### config.mk
export PLATFORM = sky130hd
export DESIGN_NAME = lightmac_speck64_tag_top_flat
export DESIGN_NICKNAME = d
export VERILOG_FILES = /design/src/rtl/lmac_pkg.sv /design/src/rtl/lmac_if.sv /design/src/rtl/lightmac_speck64_tag_top.sv /design/src/rtl/lmac_dp.sv /design/src/rtl/lmac_ctrl.sv /design/src/flat_wrapper.sv
export SDC_FILE = /design/constraint.sdc
export NUM_CORES = 2
export LEC_CHECK = 0
export ABC_AREA = 1
export BUFFER_PORTS_ARGS = -buffer_cell sky130_fd_sc_hd__buf_2
export CAP_MARGIN = 15
export CORE_ASPECT_RATIO = 0.9
export CORE_UTILIZATION = 52
export CTS_CLUSTER_DIAMETER = 80
export CTS_CLUSTER_SIZE = 30
export DETAILED_ROUTE_END_ITERATION = 16
export PLACE_DENSITY_LB_ADDON = 0.08
export SYNTH_ARGS = -nofsm -noshare
export SYNTH_HDL_FRONTEND = slang
export SYNTH_SLANG_ARGS = --single-unit
### constraint.sdc
create_clock -name i_clk -period 8 [get_ports i_clk]
set_clock_uncertainty 0.2 [all_clocks]
set_input_delay 0 -clock i_clk [delete_from_list [all_inputs] [get_ports i_clk]]
set_output_delay 0 -clock i_clk [all_outputs]
set_load 0.005 [all_outputs]
### src/rtl/lmac_pkg.sv
// Shared types and constants for the LightMAC Speck64/128 tag generator.
`timescale 1ns / 1ps
`default_nettype none

package lmac_pkg;

    // Cipher geometry
    localparam int unsigned ROUNDS    = 27;
    localparam int unsigned RND_W     = 5;
    localparam int unsigned WORD_W    = 32;
    localparam int unsigned BLK_W     = 64;
    localparam int unsigned CFG_IDX_W = 2;

    localparam logic [7:0] PAD_BYTE = 8'h80;

    // Configuration register indexes
    localparam logic [CFG_IDX_W-1:0] CFG_MAC_KEY_LO = 2'd0;
    localparam logic [CFG_IDX_W-1:0] CFG_MAC_KEY_HI = 2'd1;
    localparam logic [CFG_IDX_W-1:0] CFG_FIN_KEY_LO = 2'd2;
    localparam logic [CFG_IDX_W-1:0] CFG_FIN_KEY_HI = 2'd3;

    // Controller to datapath commands
    typedef struct packed {
        logic absorb;     // take the accepted byte into the pending block
        logic start_blk;  // load a counter block and the block key
        logic load_fin;   // load accumulator plus padding and the final key
        logic round;      // run one cipher round
        logic acc_xor;    // fold the cipher result into the accumulator
        logic load_out;   // move the cipher result to the output register
    } t_cmd;

    // Datapath to controller status
    typedef struct packed {
        logic blk_full;   // three bytes pending, the next one closes a block
        logic round_last; // the current round is the final one
    } t_sts;

endpackage : lmac_pkg

`default_nettype wire

### src/rtl/lmac_if.sv
// Valid/ready channel interfaces for message bytes and tag results.
`timescale 1ns / 1ps
`default_nettype none

interface lmac_msg_if;
    logic       valid;
    logic       ready;
    logic [7:0] data_byte;
    logic       byte_present;
    logic       end_of_message;

    modport source (output valid, output data_byte, output byte_present,
                    output end_of_message, input ready);
    modport sink   (input valid, input data_byte, input byte_present,
                    input end_of_message, output ready);
endinterface : lmac_msg_if

interface lmac_tag_if;
    logic        valid;
    logic        ready;
    logic [63:0] tag_value;

    modport source (output valid, output tag_value, input ready);
    modport sink   (input valid, input tag_value, output ready);
endinterface : lmac_tag_if

`default_nettype wire

### src/rtl/lightmac_speck64_tag_top.sv
// Top level of the LightMAC Speck64/128 tag generator.
//
// Message bytes enter on i_msg, one per item; byte_present marks a real byte
// and end_of_message marks the last item of a message (an empty message is a
// single last item with no byte). Tags leave on o_tag, one per message.
// Keys are written through i_cfg_we / i_cfg_idx / i_cfg_data while idle:
// index 0/1 block key low/high, index 2/3 final key low/high.
// Processing: an item that does not close a 4-byte block is only absorbed. An
// item that closes a block starts a block encryption of 27 Speck rounds, one
// round per cycle in the single shared round unit; no new item is taken until
// that block is through.
// A last item adds a final load, 27 final rounds and a handoff to the output
// register, after which the tag is valid.
// The output register holds a finished tag while the receiver stalls and
// further bytes are still taken; a second tag waits in the round unit until
// the register is free. Synchronous reset clears keys, message state and
// output valid.
`timescale 1ns / 1ps
`default_nettype none

module lightmac_speck64_tag_top (
    input  wire logic                           i_clk,
    input  wire logic                           i_rst_n,
    input  wire logic                           i_cfg_we,
    input  wire logic [lmac_pkg::CFG_IDX_W-1:0] i_cfg_idx,
    input  wire logic [lmac_pkg::BLK_W-1:0]     i_cfg_data,
    lmac_msg_if.sink                            i_msg,
    lmac_tag_if.source                          o_tag
);
    import lmac_pkg::*;

    t_cmd cmd;
    t_sts sts;

    lmac_ctrl u_ctrl (
        .i_clk            (i_clk),
        .i_rst_n          (i_rst_n),
        .i_in_valid       (i_msg.valid),
        .i_byte_present   (i_msg.byte_present),
        .i_end_of_message (i_msg.end_of_message),
        .o_in_ready       (i_msg.ready),
        .o_out_valid      (o_tag.valid),
        .i_out_ready      (o_tag.ready),
        .i_sts            (sts),
        .o_cmd            (cmd)
    );

    lmac_dp u_dp (
        .i_clk       (i_clk),
        .i_rst_n     (i_rst_n),
        .i_cfg_we    (i_cfg_we),
        .i_cfg_idx   (i_cfg_idx),
        .i_cfg_data  (i_cfg_data),
        .i_data_byte (i_msg.data_byte),
        .i_cmd       (cmd),
        .o_sts       (sts),
        .o_tag       (o_tag.tag_value)
    );

endmodule : lightmac_speck64_tag_top

`default_nettype wire

### src/rtl/lmac_dp.sv
// Datapath: key registers, message state, Speck round unit and output register.
`timescale 1ns / 1ps
`default_nettype none

module lmac_dp (
    input  wire logic                          i_clk,
    input  wire logic                          i_rst_n,
    input  wire logic                          i_cfg_we,
    input  wire logic [lmac_pkg::CFG_IDX_W-1:0] i_cfg_idx,
    input  wire logic [lmac_pkg::BLK_W-1:0]    i_cfg_data,
    input  wire logic [7:0]                    i_data_byte,
    input  wire lmac_pkg::t_cmd                i_cmd,
    output      lmac_pkg::t_sts                o_sts,
    output      logic [lmac_pkg::BLK_W-1:0]    o_tag
);
    import lmac_pkg::*;

    logic [BLK_W-1:0]  r_mac_lo, r_mac_hi, r_fin_lo, r_fin_hi;
    logic [BLK_W-1:0]  r_acc;
    logic [WORD_W-1:0] r_ctr;
    logic [WORD_W-1:0] r_pend;
    logic [1:0]        r_pcnt;
    logic [WORD_W-1:0] r_x0, r_x1, r_k0, r_k1, r_k2, r_k3;
    logic [RND_W-1:0]  r_rnd;
    logic [BLK_W-1:0]  r_tag;

    logic [WORD_W-1:0] n_ctr;
    logic [WORD_W-1:0] n_x0, n_x1, n_k0, n_nk;
    logic [WORD_W-1:0] ctr_be;
    logic [WORD_W-1:0] tail;
    logic [BLK_W-1:0]  fin_in;

    // Next counter value and its big-endian form
    assign n_ctr  = r_ctr + 32'd1;
    assign ctr_be = {n_ctr[7:0], n_ctr[15:8], n_ctr[23:16], n_ctr[31:24]};

    // Leftover bytes followed by the pad byte
    assign tail   = r_pend | (WORD_W'(PAD_BYTE) << {r_pcnt, 3'b000});
    assign fin_in = r_acc ^ {32'd0, tail};

    // One Speck round and one key schedule step
    assign n_x0 = ({r_x0[7:0], r_x0[31:8]} + r_x1) ^ r_k0;
    assign n_x1 = {r_x1[28:0], r_x1[31:29]} ^ n_x0;
    assign n_nk = ({r_k1[7:0], r_k1[31:8]} + r_k0) ^ {{(WORD_W-RND_W){1'b0}}, r_rnd};
    assign n_k0 = {r_k0[28:0], r_k0[31:29]} ^ n_nk;

    assign o_sts.blk_full   = (r_pcnt == 2'd3);
    assign o_sts.round_last = (r_rnd == RND_W'(ROUNDS - 1));
    assign o_tag            = r_tag;

    // Key registers
    always_ff @(posedge i_clk) begin
        if (!i_rst_n) begin
            r_mac_lo <= '0;
            r_mac_hi <= '0;
            r_fin_lo <= '0;
            r_fin_hi <= '0;
        end else if (i_cfg_we) begin
            unique case (i_cfg_idx)
                CFG_MAC_KEY_LO: r_mac_lo <= i_cfg_data;
                CFG_MAC_KEY_HI: r_mac_hi <= i_cfg_data;
                CFG_FIN_KEY_LO: r_fin_lo <= i_cfg_data;
                CFG_FIN_KEY_HI: r_fin_hi <= i_cfg_data;
                default: ;
            endcase
        end
    end

    // Message state: accumulator, block counter, pending bytes
    always_ff @(posedge i_clk) begin
        if (!i_rst_n || i_cmd.load_out) begin
            r_acc  <= '0;
            r_ctr  <= '0;
            r_pend <= '0;
            r_pcnt <= '0;
        end else begin
            if (i_cmd.absorb) begin
                if (r_pcnt == 2'd3) begin
                    r_ctr  <= n_ctr;
                    r_pend <= '0;
                    r_pcnt <= '0;
                end else begin
                    r_pend <= r_pend | (WORD_W'(i_data_byte) << {r_pcnt, 3'b000});
                    r_pcnt <= r_pcnt + 2'd1;
                end
            end
            if (i_cmd.acc_xor) begin
                r_acc <= r_acc ^ {n_x1, n_x0};
            end
        end
    end

    // Cipher state: load, then advance one round a cycle
    always_ff @(posedge i_clk) begin
        if (i_cmd.start_blk) begin
            r_x0  <= ctr_be;
            r_x1  <= r_pend | {i_data_byte, 24'd0};
            r_k0  <= r_mac_lo[31:0];
            r_k1  <= r_mac_lo[63:32];
            r_k2  <= r_mac_hi[31:0];
            r_k3  <= r_mac_hi[63:32];
            r_rnd <= '0;
        end else if (i_cmd.load_fin) begin
            r_x0  <= fin_in[31:0];
            r_x1  <= fin_in[63:32];
            r_k0  <= r_fin_lo[31:0];
            r_k1  <= r_fin_lo[63:32];
            r_k2  <= r_fin_hi[31:0];
            r_k3  <= r_fin_hi[63:32];
            r_rnd <= '0;
        end else if (i_cmd.round) begin
            r_x0  <= n_x0;
            r_x1  <= n_x1;
            r_k0  <= n_k0;
            r_k1  <= r_k2;
            r_k2  <= r_k3;
            r_k3  <= n_nk;
            r_rnd <= r_rnd + RND_W'(1);
        end
    end

    // Output payload register
    always_ff @(posedge i_clk) begin
        if (i_cmd.load_out) begin
            r_tag <= {r_x1, r_x0};
        end
    end

endmodule : lmac_dp

`default_nettype wire

### src/rtl/lmac_ctrl.sv
// Controller: sequences byte absorption, block and final encryptions, result handoff.
`timescale 1ns / 1ps
`default_nettype none

module lmac_ctrl (
    input  wire logic           i_clk,
    input  wire logic           i_rst_n,
    input  wire logic           i_in_valid,
    input  wire logic           i_byte_present,
    input  wire logic           i_end_of_message,
    output      logic           o_in_ready,
    output      logic           o_out_valid,
    input  wire logic           i_out_ready,
    input  wire lmac_pkg::t_sts i_sts,
    output      lmac_pkg::t_cmd o_cmd
);
    import lmac_pkg::*;

    localparam logic [2:0] S_IDLE  = 3'd0;
    localparam logic [2:0] S_BLK   = 3'd1;
    localparam logic [2:0] S_FLOAD = 3'd2;
    localparam logic [2:0] S_FIN   = 3'd3;
    localparam logic [2:0] S_DONE  = 3'd4;

    logic [2:0] r_state, n_state;
    logic       r_last, n_last;
    logic       r_ovalid, n_ovalid;
    logic       acc;
    logic       out_free;

    assign o_in_ready  = (r_state == S_IDLE);
    assign acc         = i_in_valid && o_in_ready;
    assign out_free    = !r_ovalid || i_out_ready;
    assign o_out_valid = r_ovalid;

    // Next state and commands
    always_comb begin
        n_state = r_state;
        n_last  = r_last;
        o_cmd   = '0;
        unique case (r_state)
            S_IDLE: begin
                if (acc) begin
                    o_cmd.absorb = i_byte_present;
                    n_last       = i_end_of_message;
                    if (i_byte_present && i_sts.blk_full) begin
                        o_cmd.start_blk = 1'b1;
                        n_state         = S_BLK;
                    end else if (i_end_of_message) begin
                        n_state = S_FLOAD;
                    end
                end
            end
            S_BLK: begin
                o_cmd.round = 1'b1;
                if (i_sts.round_last) begin
                    o_cmd.acc_xor = 1'b1;
                    n_state       = r_last ? S_FLOAD : S_IDLE;
                end
            end
            S_FLOAD: begin
                o_cmd.load_fin = 1'b1;
                n_state        = S_FIN;
            end
            S_FIN: begin
                o_cmd.round = 1'b1;
                if (i_sts.round_last) begin
                    n_state = S_DONE;
                end
            end
            S_DONE: begin
                if (out_free) begin
                    o_cmd.load_out = 1'b1;
                    n_state        = S_IDLE;
                end
            end
            default: n_state = S_IDLE;
        endcase
    end

    // Output valid: set on handoff, drop when taken
    always_comb begin
        n_ovalid = r_ovalid;
        if (o_cmd.load_out) begin
            n_ovalid = 1'b1;
        end else if (i_out_ready) begin
            n_ovalid = 1'b0;
        end
    end

    always_ff @(posedge i_clk) begin
        if (!i_rst_n) begin
            r_state  <= S_IDLE;
            r_last   <= 1'b0;
            r_ovalid <= 1'b0;
        end else begin
            r_state  <= n_state;
            r_last   <= n_last;
            r_ovalid <= n_ovalid;
        end
    end

    // A result appears only from the handoff state
    a_rise_from_done: assert property (@(posedge i_clk) disable iff (!i_rst_n)
        $rose(r_ovalid) |-> $past(r_state == S_DONE))
        else $error("tag valid rose outside handoff");

    // Never overwrite a result that is still waiting
    a_no_overwrite: assert property (@(posedge i_clk) disable iff (!i_rst_n)
        o_cmd.load_out |-> (!r_ovalid || i_out_ready))
        else $error("tag register overwritten while stalled");

    // Final load is followed by the rounds in the next cycle
    a_fload_once: assert property (@(posedge i_clk) disable iff (!i_rst_n)
        (r_state == S_FLOAD) |=> (r_state == S_FIN))
        else $error("final load not followed by rounds");

    // A finished block returns to idle or goes on to finalize
    a_blk_exit: assert property (@(posedge i_clk) disable iff (!i_rst_n)
        (r_state == S_BLK && i_sts.round_last) |=>
            (r_state == S_IDLE || r_state == S_FLOAD))
        else $error("bad exit from block encryption");

endmodule : lmac_ctrl

`default_nettype wire
### src/flat_wrapper.sv
// flat-port wrapper written by rule: the top's interface ports become plain ports
module lightmac_speck64_tag_top_flat import lmac_pkg::*;
  (i_clk, i_rst_n, i_cfg_we, i_cfg_idx, i_cfg_data, i_msg_valid, i_msg_data_byte, i_msg_byte_present, i_msg_end_of_message, i_msg_ready, o_tag_valid, o_tag_tag_value, o_tag_ready);
  lmac_msg_if i_msg_i ();
  lmac_tag_if o_tag_i ();
  input  wire logic i_clk;
  input  wire logic i_rst_n;
  input  wire logic i_cfg_we;
  input  wire logic [lmac_pkg::CFG_IDX_W-1:0] i_cfg_idx;
  input  wire logic [lmac_pkg::BLK_W-1:0] i_cfg_data;
  input wire logic [$bits(i_msg_i.valid)-1:0] i_msg_valid;
  input wire logic [$bits(i_msg_i.data_byte)-1:0] i_msg_data_byte;
  input wire logic [$bits(i_msg_i.byte_present)-1:0] i_msg_byte_present;
  input wire logic [$bits(i_msg_i.end_of_message)-1:0] i_msg_end_of_message;
  output wire logic [$bits(i_msg_i.ready)-1:0] i_msg_ready;
  output wire logic [$bits(o_tag_i.valid)-1:0] o_tag_valid;
  output wire logic [$bits(o_tag_i.tag_value)-1:0] o_tag_tag_value;
  input wire logic [$bits(o_tag_i.ready)-1:0] o_tag_ready;
  assign i_msg_i.valid = i_msg_valid;
  assign i_msg_i.data_byte = i_msg_data_byte;
  assign i_msg_i.byte_present = i_msg_byte_present;
  assign i_msg_i.end_of_message = i_msg_end_of_message;
  assign i_msg_ready = i_msg_i.ready;
  assign o_tag_valid = o_tag_i.valid;
  assign o_tag_tag_value = o_tag_i.tag_value;
  assign o_tag_i.ready = o_tag_ready;
  lightmac_speck64_tag_top u_core (.i_clk(i_clk), .i_rst_n(i_rst_n), .i_cfg_we(i_cfg_we), .i_cfg_idx(i_cfg_idx), .i_cfg_data(i_cfg_data), .i_msg(i_msg_i), .o_tag(o_tag_i));
endmodule
After elaboration in Yosys (flattened, before gate mapping)
Cells that the tools add are included.

Bits in writable memories: 0. Output and inout port bits: 66. Bits in registers: 652. Bits in latches: 0. Bits of input ports: 81. Memories kept: 0. Word-level logic and storage cells: 107. Bits in read-only memories: 0.

Eq/ne operators: 14. Bitwise operators: 9. Mux-type cells: 39. Divide/modulo/power cells: 0. Add/sub/neg operators: 5. Multiply operators: 0. Order comparisons: 0. Shifts and indexed selects: 2. Reduce and logical (&&, ||, !) cells: 19.

Operators with widths (number): $mux 32 (19); $or 32x32->32 (3); $xor 32x32->32 (3); $add 32x32->32 (2); $xor 64x32->64 (1); $xor 64x64->64 (1); $add 32x1->32 const B (1); $shl 8x5->32 (1); $shl 8x5->32 const A (1); $xor 32x5->32 (1); $mux 3 (6); $pmux 3 s5 (1); $reduce_and 2->1 (6); $mux 1 (9); $mux 2 (4); $eq 2x2->1 const B (3); $eq 3x2->1 const B (2); $ne 2x1->1 const B (3); $add 5x1->5 const B (1); $eq 5x5->1 const B (1); $reduce_and 5->1 (1); $reduce_or 2->1 (2); $eq 3x1->1 const B (1); $eq 3x3->1 const B (1); other kinds (11) (14).

Logic depth before layout (Yosys ltp)
Depth after elaboration: 6. Mapped depth: 18.

Modules after synthesis
A second synthesis with hierarchy kept.

Cells, all modules: 4132. Area, all modules: 32155.8 um2.

By module, submodules not included: lmac_dp (seq. area each 15514.9 um2, cells an instance 4075, area an instance 31785.5 um2, times used 1); lmac_ctrl (seq. area each 100.1 um2, cells an instance 57, area an instance 370.4 um2, times used 1).

Worst setup path before layout
OpenSTA, ideal clock, no wires.

Path type: reg2reg. Start: reg u_core.u_ctrl.r_state[2]. End: reg u_core.u_dp.r_k0[0], enable pin. Slack: 2.064 ns. Clock period less this slack: 5.936 ns. Arrival time: 5.176 ns. Library setup time: 0.561 ns. Required time: 7.239 ns. Cell stages (with the launch flop): 9. Path buffers: 1. Cell sequence: dfxtp_1 -> nor2_1 -> nand2_1 -> nor2_1 -> inv_2 -> nor2_8 -> buf_2 -> nor2_1 -> nand2_1.

Cells in the longest elaborated chain, start to end: 5. Elaborated cells between the ends (all ways): 11. Classes of those cells: eq/ne (3); mux (4); reduce/logical (4).

Ends and longest elaborated chain: start, declared (line lmac_ctrl.sv:25) `logic [2:0] r_state, n_state;`; start signal, assigned (line lmac_ctrl.sv:97) `r_state <= n_state;`; $logic_not 3->1 (line lmac_ctrl.sv:31, lmac_ctrl.sv:41); $logic_and 1x1->1 (line lmac_ctrl.sv:32) `assign acc = i_in_valid && o_in_ready;`; $mux 2 (line lmac_ctrl.sv:43) `if (acc) begin`; $mux 2 (line lmac_ctrl.sv:41) `unique case (r_state)`; $reduce_bool 3->1 (no source line) *; end signal, assigned (line lmac_dp.sv:98) `r_k0 <= r_mac_lo[31:0];`; end signal, assigned (line lmac_dp.sv:106) `r_k0 <= r_fin_lo[31:0];`; end signal, assigned (line lmac_dp.sv:114) `r_k0 <= n_k0;`; end, declared (line lmac_dp.sv:23) `logic [WORD_W-1:0] r_x0, r_x1, r_k0, r_k1, r_k2, r_k3;`.

Mark *: on every way between the ends. The rest lies on a longest branch, timed or not. A chain may end at the register's enable or synchronous reset.

Worst setup path in the final report
Start: reg u_core.u_dp.r_pcnt[0]. End: reg u_core.u_dp.r_ctr[17].

Cells in the longest elaborated chain, start to end: 2.

Ends and longest elaborated chain: start, declared (line lmac_dp.sv:22) `logic [1:0] r_pcnt;`; start signal, assigned (line lmac_dp.sv:84) `r_pcnt <= r_pcnt + 2'd1;`; $eq 2x2->1 (line lmac_dp.sv:78) `if (r_pcnt == 2'd3) begin`; $reduce_and 2->1 (no source line); end signal, assigned (line lmac_dp.sv:79) `r_ctr <= n_ctr;`; end, declared (line lmac_dp.sv:20) `logic [WORD_W-1:0] r_ctr;`.

No other way between the ends.

==> out/results.tsv <==
metric	value	unit
Net Count, Synth	4437	
fin util	58.98	%
Die Height	239.8	microns
WL/cell	19.05	microns
ratio of cells with drive above 1 in the final layout	7.436	%
Post-Layout Cell Count	5274	
RSZ-0062 raised after global routing	no	
status	complete, no violations	
CP startpoint kind	flop	
ratio of final minimum period to clock period	53.29	%
worst slew pin tran	1.067	ns
min-delay worst type	input pin to flop	
Post-CTS Setup Inserts	0	
met2 WL	47450	microns
Psw	7.788	mW
Max-Cap Viols	0	
total core area	0.06166	sq mm
Post-Synth Adder-Cell Area	2.766	%
register bit total from synthesis	652	
root buffer cell	clkbuf_16	
Finished Cell Area	0.03636	sq mm
Reg power frac	34.2	%
syn avg cell area	7.623	sq um
fraction of registers with async set or reset after synthesis	0	%
Clk Latency, worst-skew pair	0.61	ns
met3 wire length	5167	microns
Vias	28670	
dpl cell area	0.03388	sq mm
Clock Power Share	14.0	%
number of synthesized flops with an enable pin	256	
Comb pwr share	51.9	%
Clock transition at path regs	0.11	ns
cell count after synthesis	4285	
DRC Markers	0	
vias in the first global route	26580	
Pwr Density	446.4	mW/mm^2
Post-Synth Simple-Gate Area	24.41	%
Setup CP Type	flop to flop	
largest family of logic cells by synthesized area	simple AND/OR/NAND/NOR gates	
count of different cell masters after synthesis	52	
PortBufs	146	
first-pass GRT wire length	154700	microns
Filler cells	5843	
total CTS buffers	35	
clk buf depth	3	
DR iter-0 viols	2673	
# nets final	4564	
post-synthesis compound-gate area fraction	14.24	%
CP Capture Type	flop	
clock sinks	652	
final hold viol count	0	
Synth Area in XOR/XNOR	2.992	%
GR Overflow Total	0	
Max VDD drop	0.3314	mV
mux cell area share after synthesis	0.2451	%
Setup violations, final	0	
Placed Cells	5094	
initial core utilization	52.98	%
Pre-antenna DRT Iters	6	
Post-Syn Area	0.03267	sq mm
commonest non-fill, non-tap cell in the layout	nand2_1	
max frequency	0.2345	GHz
GRT Util Overall	31.39	%
initial antenna violation count	0	
top_reg_cell synth	dfxtp_1	
WHS	0.01648	ns
Detail Route Antenna Nets	0	
Critical Path RT	8.23	ns
Top Layer Used	met4	
Pins Over Slew Limit	0	
IO Count	147	
fin crit period	4.264	ns
ant diodes	0	
post-DP HPWL	67960	microns
switching portion of total power	47.98	%
die width	266.2	microns
relative slew slack	28.90	%
Syn. warnings	0	
Final Wtd Congestion	0.9586	
worst reg-to-reg setup slack	3.74	ns
post-synthesis sequential area ratio	47.80	%
total wire length	100500	microns
drt via density	5.435	
area delta synth->final	11.32	%
die area	0.06382	sq mm
post-CTS sizing	0	
internal power	8.446	mW
Crit Path Max Fanout	71	
CP arrival	4.49	ns
pin count of the biggest net entering global routing	164	
commonest non-fill, non-tap cells in the layout	876 x nand2_1, 715 x nor2_1, 424 x inv_1	
routed metal-1 wirelength	45080	microns
num rows	86	
P_leak	15.65	nW
Setup TNS Final	0	ns
CTS tree	yes	
H-tree levels	2	
[repair_timing]
action	4_1_cts	5_1_grt
hold buffers	116	0
hold endpoints to repair	311	0
setup endpoints to repair	0	0
[metal layers]
metal | up-vias | GRT usage [%]
li1 | 14240 | -
met1 | 13450 | 43.24
met2 | 838 | 52.41
met3 | 131 | 2.899
met4 | 0 | 9.108
met5 | - | 0
[power groups by stage]
stage | logic [mW] | clock network [mW] | registers (mW)
final | 8.42 | 2.26 | 5.55
after global routing | 9.41 | 2.41 | 5.58
after CTS | 8.36 | 2.30 | 5.53
after detailed placement | 8.27 | 0 | 5.60
after global placement | 8.19 | 0 | 5.60
after floorplan | 5.99 | 0 | 5.23
[worst max-delay path, cell delays in order (launching register included)]
cell and delay [ns]:
dfxtp_1 0.76, ha_1 0.35, nand2_1 0.18, nor2_8 0.60, buf_4 0.80, nor2_4 0.17
inv_2 0.80, o22ai_1 0.18
[final cells by class]
class	instances	area [sq um]	share of cell area [%]
multi-input combinational	2997	14650	40.27
tap	836	1046	2.877
sequential	652	15620	42.94
timing repair buffer	283	2072	5.698
clock buffer	45	997.2	2.742
inverter	443	1678	4.614
clock inverter	18	310.3	0.8533
[state kept, by name (all words and copies together) (netlist names), 64 cells and up]
register,cells
u_core.u_dp.r_acc,64
u_core.u_dp.r_fin_lo,64
u_core.u_dp.r_mac_hi,64
u_core.u_dp.r_mac_lo,64
u_core.u_dp.o_tag,64
u_core.u_dp.r_fin_hi,64
[cell usage after synthesis, types with 8 or more instances]
cell type	instances	area share, %
a21o_1	8	0.18
a21oi_1	323	4.9
a31oi_1	70	1.3
buf_1	9	0.10
buf_2	51	0.78
clkbuf_1	129	1.5
dfxtp_1	396	24
edfxtp_1	256	24
ha_1	69	2.6
inv_1	424	4.9
inv_2	19	0.22
mux2i_1	8	0.25
nand2_1	878	10
nand2_2	23	0.44
nand3_1	175	2.7
nand3_2	10	0.31
nand3b_1	8	0.18
nand4_1	21	0.40
nor2_1	718	8.3
nor3_1	37	0.57
nor3_2	8	0.25
o211ai_1	8	0.18
o21ai_0	411	6.3
o21ai_1	14	0.21
o21bai_1	11	0.25
o22ai_1	21	0.40
or2_1	8	0.15
or2_2	8	0.15
xnor2_1	37	0.99
xor2_1	69	1.9
[logic make-up after synthesis]
logic type / Yosys count
xor+xnor: 109
mux: 8
fa+ha+maj: 71
buf+inv: 636
compound gates: 882
simple gates: 1927
flops: 652
[metrics by stage]
stage,power [mW],setup slack [ns]
finish,16.23,3.736
global route,17.40,3.540
CTS,16.19,3.776
detailed placement,13.87,3.805
global placement,13.79,3.882
floorplan,11.22,2.064
[worst paths after layout]
check,end,depth (start not counted),from
setup / recovery,u_core.u_dp.r_ctr[17],7,u_core.u_dp.r_pcnt[0]
hold / removal,u_core.u_dp.r_mac_lo[56],4,i_cfg_data[56]
setup reg to reg,u_core.u_dp.r_ctr[17],7,u_core.u_dp.r_pcnt[0]
hold reg to reg,u_core.u_dp.r_fin_hi[23],2,u_core.u_dp.r_fin_hi[23]
Power figures use the tool's default switching activity.
